**config.mk**
```make
export PLATFORM = sky130hd
export DESIGN_NAME = order_preserving_dedup
export DESIGN_NICKNAME = d
export VERILOG_FILES = /design/src/rtl/opd_pkg.sv /design/src/rtl/opd_ram.sv /design/src/rtl/order_preserving_dedup.sv
export SDC_FILE = /design/constraint.sdc
export NUM_CORES = 2
export LEC_CHECK = 0
export CORE_MARGIN = 2
export CORE_UTILIZATION = 35
export DETAILED_ROUTE_END_ITERATION = 7
export DONT_BUFFER_PORTS = 1
export SLEW_MARGIN = 20
export SYNTH_ARGS = -nofsm -noshare
export SYNTH_HDL_FRONTEND = slang
export SYNTH_SLANG_ARGS = --single-unit
```
**constraint.sdc**
```tcl
create_clock -name i_clk -period 10.69 [get_ports i_clk]
set_clock_uncertainty 0.1 [all_clocks]
set_input_delay 2.138 -clock i_clk [delete_from_list [all_inputs] [get_ports i_clk]]
set_output_delay 2.138 -clock i_clk [all_outputs]
set_load 0.02 [all_outputs]
```
**src/rtl/opd_pkg.sv**
```systemverilog
`timescale 1ns / 1ps
// Shared types and constants for the order-preserving duplicate filter.
package opd_pkg;

    localparam int ELEM_W        = 32;
    localparam int COUNT_W       = 7;
    localparam int DEPTH_DEFAULT = 64;

    typedef struct packed {
        logic signed [ELEM_W-1:0] element;
        logic                     final_req;
    } t_in;

    typedef struct packed {
        logic signed [ELEM_W-1:0] element_out;
        logic                     keep;
        logic [COUNT_W-1:0]       distinct_count;
        logic                     final_out;
        logic                     overflow;
    } t_out;

    typedef enum logic [1:0] {
        ST_IDLE,
        ST_SCAN,
        ST_DECIDE
    } t_state;

endpackage

```
**src/rtl/opd_ram.sv**
```systemverilog
`timescale 1ns / 1ps
// Generic single-port-write, single-port-read RAM with registered read data.
module opd_ram #(
    parameter int WIDTH = opd_pkg::ELEM_W,
    parameter int DEPTH = opd_pkg::DEPTH_DEFAULT
) (
    input  logic                     i_clk,
    input  logic                     i_we,
    input  logic [$clog2(DEPTH)-1:0] i_waddr,
    input  logic [WIDTH-1:0]         i_wdata,
    input  logic                     i_re,
    input  logic [$clog2(DEPTH)-1:0] i_raddr,
    output logic [WIDTH-1:0]         o_rdata
);

    logic [WIDTH-1:0] r_mem [DEPTH];
    logic [WIDTH-1:0] r_rdata;

    always_ff @(posedge i_clk) begin
        if (i_we) begin
            r_mem[i_waddr] <= i_wdata;
        end
        if (i_re) begin
            r_rdata <= r_mem[i_raddr];
        end
    end

    assign o_rdata = r_rdata;

endmodule

```
**src/rtl/order_preserving_dedup.sv**
```systemverilog
`timescale 1ns / 1ps
// Top level of the order-preserving duplicate filter.
//
// Elements of one array arrive on the input channel (i_in_valid, o_in_stall,
// i_in_data), one per transfer, with final_req set on the last element.
// Every element yields exactly one result transfer on the output channel
// (o_out_valid, i_out_stall, o_out_data) carrying the element, a keep flag
// for its first occurrence, the running distinct count, the final flag and
// an overflow flag when a new value finds the store full.
// The distinct values seen so far sit in a RAM that one comparator scans,
// one entry per cycle. Each entry is compared against the registered RAM read
// data; once every held entry has been read with no match, a closing step
// moves on to the decide state, and a match ends the scan early. An empty store
// is not read at all. The result enters the output register in the decide state,
// and the next element is taken only after that, back in the idle state.
// Reset empties the store and clears both channels; the RAM needs no
// clearing because only entries below the count are ever read.
// A stalled result waits in the output register while the next element is
// already accepted and scanned; it is then held until the output is free.
module order_preserving_dedup #(
    parameter int DEPTH = opd_pkg::DEPTH_DEFAULT
) (
    input  logic           i_clk,
    input  logic           i_rst_n,
    input  logic           i_in_valid,
    output logic           o_in_stall,
    input  opd_pkg::t_in   i_in_data,
    output logic           o_out_valid,
    input  logic           i_out_stall,
    output opd_pkg::t_out  o_out_data
);

    localparam int AW = $clog2(DEPTH);
    localparam int CW = $clog2(DEPTH + 1);

    opd_pkg::t_state            r_state, n_state;
    logic [CW-1:0]              r_count, n_count;
    logic [CW-1:0]              r_idx, n_idx;
    logic                       r_pend, n_pend;
    logic                       r_hit, n_hit;
    logic [opd_pkg::ELEM_W-1:0] r_elem, n_elem;
    logic                       r_final, n_final;
    logic                       r_out_valid, n_out_valid;
    opd_pkg::t_out              r_out, n_out;

    logic                       ram_we;
    logic                       ram_re;
    logic [opd_pkg::ELEM_W-1:0] ram_rdata;
    logic                       out_free;
    logic                       match;
    logic [CW-1:0]              new_count;

    opd_ram #(
        .WIDTH (opd_pkg::ELEM_W),
        .DEPTH (DEPTH)
    ) u_store (
        .i_clk   (i_clk),
        .i_we    (ram_we),
        .i_waddr (r_count[AW-1:0]),
        .i_wdata (r_elem),
        .i_re    (ram_re),
        .i_raddr (r_idx[AW-1:0]),
        .o_rdata (ram_rdata)
    );

    always_ff @(posedge i_clk) begin
        if (!i_rst_n) begin
            r_state     <= opd_pkg::ST_IDLE;
            r_count     <= '0;
            r_idx       <= '0;
            r_pend      <= 1'b0;
            r_hit       <= 1'b0;
            r_out_valid <= 1'b0;
        end else begin
            r_state     <= n_state;
            r_count     <= n_count;
            r_idx       <= n_idx;
            r_pend      <= n_pend;
            r_hit       <= n_hit;
            r_out_valid <= n_out_valid;
        end
    end

    always_ff @(posedge i_clk) begin
        r_elem  <= n_elem;
        r_final <= n_final;
        r_out   <= n_out;
    end

    assign out_free  = !r_out_valid || !i_out_stall;
    assign match     = r_pend && (ram_rdata == r_elem);
    assign new_count = (!r_hit && (r_count < CW'(DEPTH))) ? r_count + 1'b1 : r_count;

    always_comb begin
        n_state     = r_state;
        n_count     = r_count;
        n_idx       = r_idx;
        n_pend      = 1'b0;
        n_hit       = r_hit;
        n_elem      = r_elem;
        n_final     = r_final;
        n_out_valid = r_out_valid && i_out_stall;
        n_out       = r_out;
        ram_we      = 1'b0;
        ram_re      = 1'b0;
        o_in_stall  = 1'b1;

        case (r_state)
            opd_pkg::ST_IDLE: begin
                o_in_stall = 1'b0;
                if (i_in_valid) begin
                    n_elem  = i_in_data.element;
                    n_final = i_in_data.final_req;
                    n_idx   = '0;
                    n_hit   = 1'b0;
                    n_state = opd_pkg::ST_SCAN;
                end
            end
            opd_pkg::ST_SCAN: begin
                if (match) begin
                    n_hit   = 1'b1;
                    n_state = opd_pkg::ST_DECIDE;
                end else if (r_idx < r_count) begin
                    ram_re = 1'b1;
                    n_pend = 1'b1;
                    n_idx  = r_idx + 1'b1;
                end else if (!r_pend) begin
                    n_state = opd_pkg::ST_DECIDE;
                end
            end
            opd_pkg::ST_DECIDE: begin
                if (out_free) begin
                    ram_we                  = !r_hit && (r_count < CW'(DEPTH));
                    n_out.element_out       = r_elem;
                    n_out.keep              = !r_hit;
                    n_out.distinct_count    = opd_pkg::COUNT_W'(new_count);
                    n_out.final_out         = r_final;
                    n_out.overflow          = !r_hit && (r_count == CW'(DEPTH));
                    n_out_valid             = 1'b1;
                    n_count                 = r_final ? '0 : new_count;
                    n_state                 = opd_pkg::ST_IDLE;
                end
            end
            default: begin
                n_state = opd_pkg::ST_IDLE;
            end
        endcase
    end

    assign o_out_valid = r_out_valid;
    assign o_out_data  = r_out;

endmodule

```
==> metrics.csv <==
stage,metric,value,unit
status,status,completed,
clocking,cts bufs inserted,208,
pwr,PwrDens,180.8,nW/µm²
critical_path,CP required,11.09,ns
critical_path,"slowest stage delay, CP",0.81,ns
critical_path,reg-to-reg endpoint,u_store.o_rdata[23],
pwr,Worst IR Drop VDD,0.1520,mV
critical_path,crit-path leading delay family,simple AND/OR/NAND/NOR gates,
yosys,"Seq/Total Area, Yosys",78.90,%
timing,final setup vio count,0,
yosys,Post-Syn Nets,3387,
critical_path,most frequent CP cell,nand2_1,
clocking,worst skew pair latency,0.82,ns
floorplanning,die area,239600,µm²
critical_path,R2R Setup Slk,6.27,ns
yosys,Synth Flop Type,edfxtp_1,
clocking,post-CTS setup buffers,0,
floorplanning,Cell Rows,178,
clocking,CTS Root Cell,clkbuf_16,
drt,WL final,212000,µm
yosys,asr flop ratio synth,0,%
final_layout,Synth-to-Final Area Change,14.18,%
clocking,Sink Count,2174,
final_layout,"commonest cells after routing, fill and taps aside","edfxtp_1 (2155), mux4_2 (642), clkbuf_16 (212)",
clocking,CTS tree,built,
critical_path,CP Launch Type,primary input,
yosys,post-synthesis cell type count,46,
timing,worst slew pin tran,1.114,ns
pwr,leakage dissipation,27.34,nW
critical_path,WS Path Type,in2reg,
final_layout,layout cells sized above 1,31.50,%
timing,max_slew headroom,25.56,%
yosys,post-synth top area share,78.44,%
pwr,Comb pwr share,2.7,%
clocking,Clock Path Buffers,3,
grt,pin count of the biggest net entering global routing,122,
yosys,Ys Warns,0,
final_layout,"commonest non-fill, non-tap cell in the layout",edfxtp_1,
timing,fin crit share,44.32,%
critical_path,CP arrival,5.14,ns
drt,drt initial violations,5154,
place,cell area after placement,87610,µm²
hold_path,WHS Path Cells,2,
clocking,CTS resizes,0,
critical_path,CP cell instances,nand2_1 > nand2b_1 > inv_2 > buf_4 > and3_1 > nand2_1 > nor2_4 > buf_16,
timing,Final Critical Period,4.738,ns
timing,"Hold Vio Cnt, Final",0,
clocking,CTS HTree Levels,4,
drt,via/cell ratio,5.477,
clocking,"Reg clk slew, reported paths",0.06,ns
final_layout,nets@finish,3581,
grt,initial antenna violation count,38,
timing,"Slew Viols, Final",0,
yosys,Post-Synthesis Cells,3341,
yosys,biggest area consumer among synthesized cells,edfxtp_1,
yosys,Area contributors post-synth,"edfxtp_1 (78%), mux4_2 (18%), dfxtp_1 (0.46%)",
yosys,Post-Syn Area per Cell,24.69,µm²
drt,routed vias,37584,
floorplanning,die height,489.5,µm
hold_path,hold endpoint,r_idx[6],
final_layout,Finished Layout Cells,6862,
yosys,"EDFF count, synth",2155,
floorplanning,Placeable Area,234700,µm²
place,gp weighted congestion,0.8196,
drt,Post-route DRC,0,
critical_path,R2R Path Start,r_idx[1],
yosys,Synth Register Bits,2174,
place,HPWL after detailed placement,123900,µm
grt,GRT Total Usage,17.59,%
pwr,clock share of power,41.5,%
critical_path,Worst Path Max Fanout,45,
pwr,sw frac,20.84,%
timing,TNS Setup,0,ns
run,max-cap violations,0,
critical_path,Critical Path Slowest Stage Cell,nor2_4,
grt,first-pass GRT wire length,295100,µm
critical_path,type of destination of the critical path,flop,
grt,Overflow after GRT,0,
floorplanning,die width,489.5,µm
hold_path,Hold Crit Start,r_idx[6],
pwr,register share of total power,55.8,%
drt,antenna-violating nets left,0,
floorplanning,Top Ports,81,
drt,drt first pass iters,5,
pwr,Cell Int Power,13.48,mW
critical_path,Buf/Inv on CP,3,
critical_path,r2r worst-path depth,8,
timing,unrepaired setup endpoints after global routing,no,
timing,Fmax,211.0,MHz
grt,vias in the first global route,36912,
drt,wire per inst,30.89,µm
yosys,mapped cell area,82500,µm²
pwr,Net Switching,3.548,mW
hold_path,Worst Hold Class,reg2reg,
clocking,"Hold-fix buffers, CTS",0,
floorplanning,Initial Utilization,35.14,%
place,Placed Instances,6470,
place,I/O Buffers,0,
final_layout,final non-filler cell area,94200,µm²
==> state kept, by name (all words and copies together) (netlist names) <==
register         cells
u_store.r_mem     2048
o_out_data          42
r_elem              32
u_store.o_rdata     32
r_count              7
r_idx                7
r_state              2
o_out_valid          1
r_final              1
r_hit                1
r_pend               1
==> metrics by stage <==
| stage | util [%] | worst slack [ns] | hold slack (ns) | power [mW] |
|---|---|---|---|---|
| after floorplan | - | 5.249 | 0.3698 | 9.874 |
| after global placement | 37.18 | 4.924 | 0.3870 | 10.13 |
| after detailed placement | 37.32 | 4.962 | 0.4163 | 10.14 |
| after CTS | 40.08 | 5.843 | 0.4247 | 17.15 |
| after global routing | 40.12 | 5.836 | 0.4363 | 17.50 |
| final | 40.13 | 5.952 | 0.4349 | 17.03 |
==> kinds of logic after synthesis <==
logic type	synth area share (%)
flops	78.90
mux	17.91
buf+inv	0.9585
simple gates	0.9206
compound gates	0.7780
xor+xnor	0.3928
fa+ha+maj	0.1365
==> tightest hold or removal path: cells and delay by family, from the launching register on <==
family           cells  cell delay (ns)
AND/OR/NAND/NOR      1             0.07
AO/OA/AOI/OAI        1             0.06
flip-flops           1             0.34
==> metal layers <==
metal	wire length (µm)	GRT usage (%)	part of all wire [%]	vias up
met2	98040	26.65	46	1671
met5	79	0	0.037	-
met4	5830	4.970	2.8	12
met3	19280	4.027	9.1	285
met1	88730	25.53	42	20725
li1	-	-	-	14891
==> cells in the mapped netlist, types with 4 or more instances <==
library cell,n
a21oi_1,23
a22oi_1,5
a31oi_1,5
buf_1,24
buf_2,65
buf_4,8
clkbuf_1,67
dfxtp_1,19
edfxtp_1,2155
ha_1,9
inv_1,12
mux2_2,15
mux2i_1,15
mux4_2,642
nand2_1,38
nand2b_1,8
nand3_1,13
nand4_1,6
nor2_1,81
nor4_1,6
o211ai_1,4
o21ai_0,11
o21ai_1,11
o22ai_1,15
o311ai_0,16
or4_1,5
xnor2_1,21
xor2_1,16
==> layout make-up <==
class	count	area (µm²)
antenna	10	25.02
clock buffer	255	5466
clock inverter	122	996.0
fill	20380	140500
inverter	14	52.55
multi-input combinational	988	17110
sequential	2174	65110
tap	3150	3941
timing repair buffer	149	1499
==> power groups by stage <==
stage	logic (mW)	registers, mW	clock network (mW)
global route	0.478	9.50	7.52
CTS	0.461	9.50	7.19
floorplan	0.105	9.77	0
global placement	0.445	9.68	0
detailed placement	0.462	9.68	0
finish	0.454	9.50	7.07
==> worst max path at each step <==
stage | to | cells after the start | from
3_3_place_gp | u_store.r_mem[43][28] | 7 | i_out_stall
5_1_grt | u_store.r_mem[43][12] | 8 | i_out_stall
4_1_cts | u_store.r_mem[11][9] | 7 | i_out_stall
3_5_place_dp | u_store.r_mem[11][6] | 7 | i_out_stall
2_1_floorplan | u_store.r_mem[22][0] | 7 | i_out_stall
6_report | u_store.r_mem[43][12] | 8 | i_out_stall
Power figures use the tool's default switching activity.
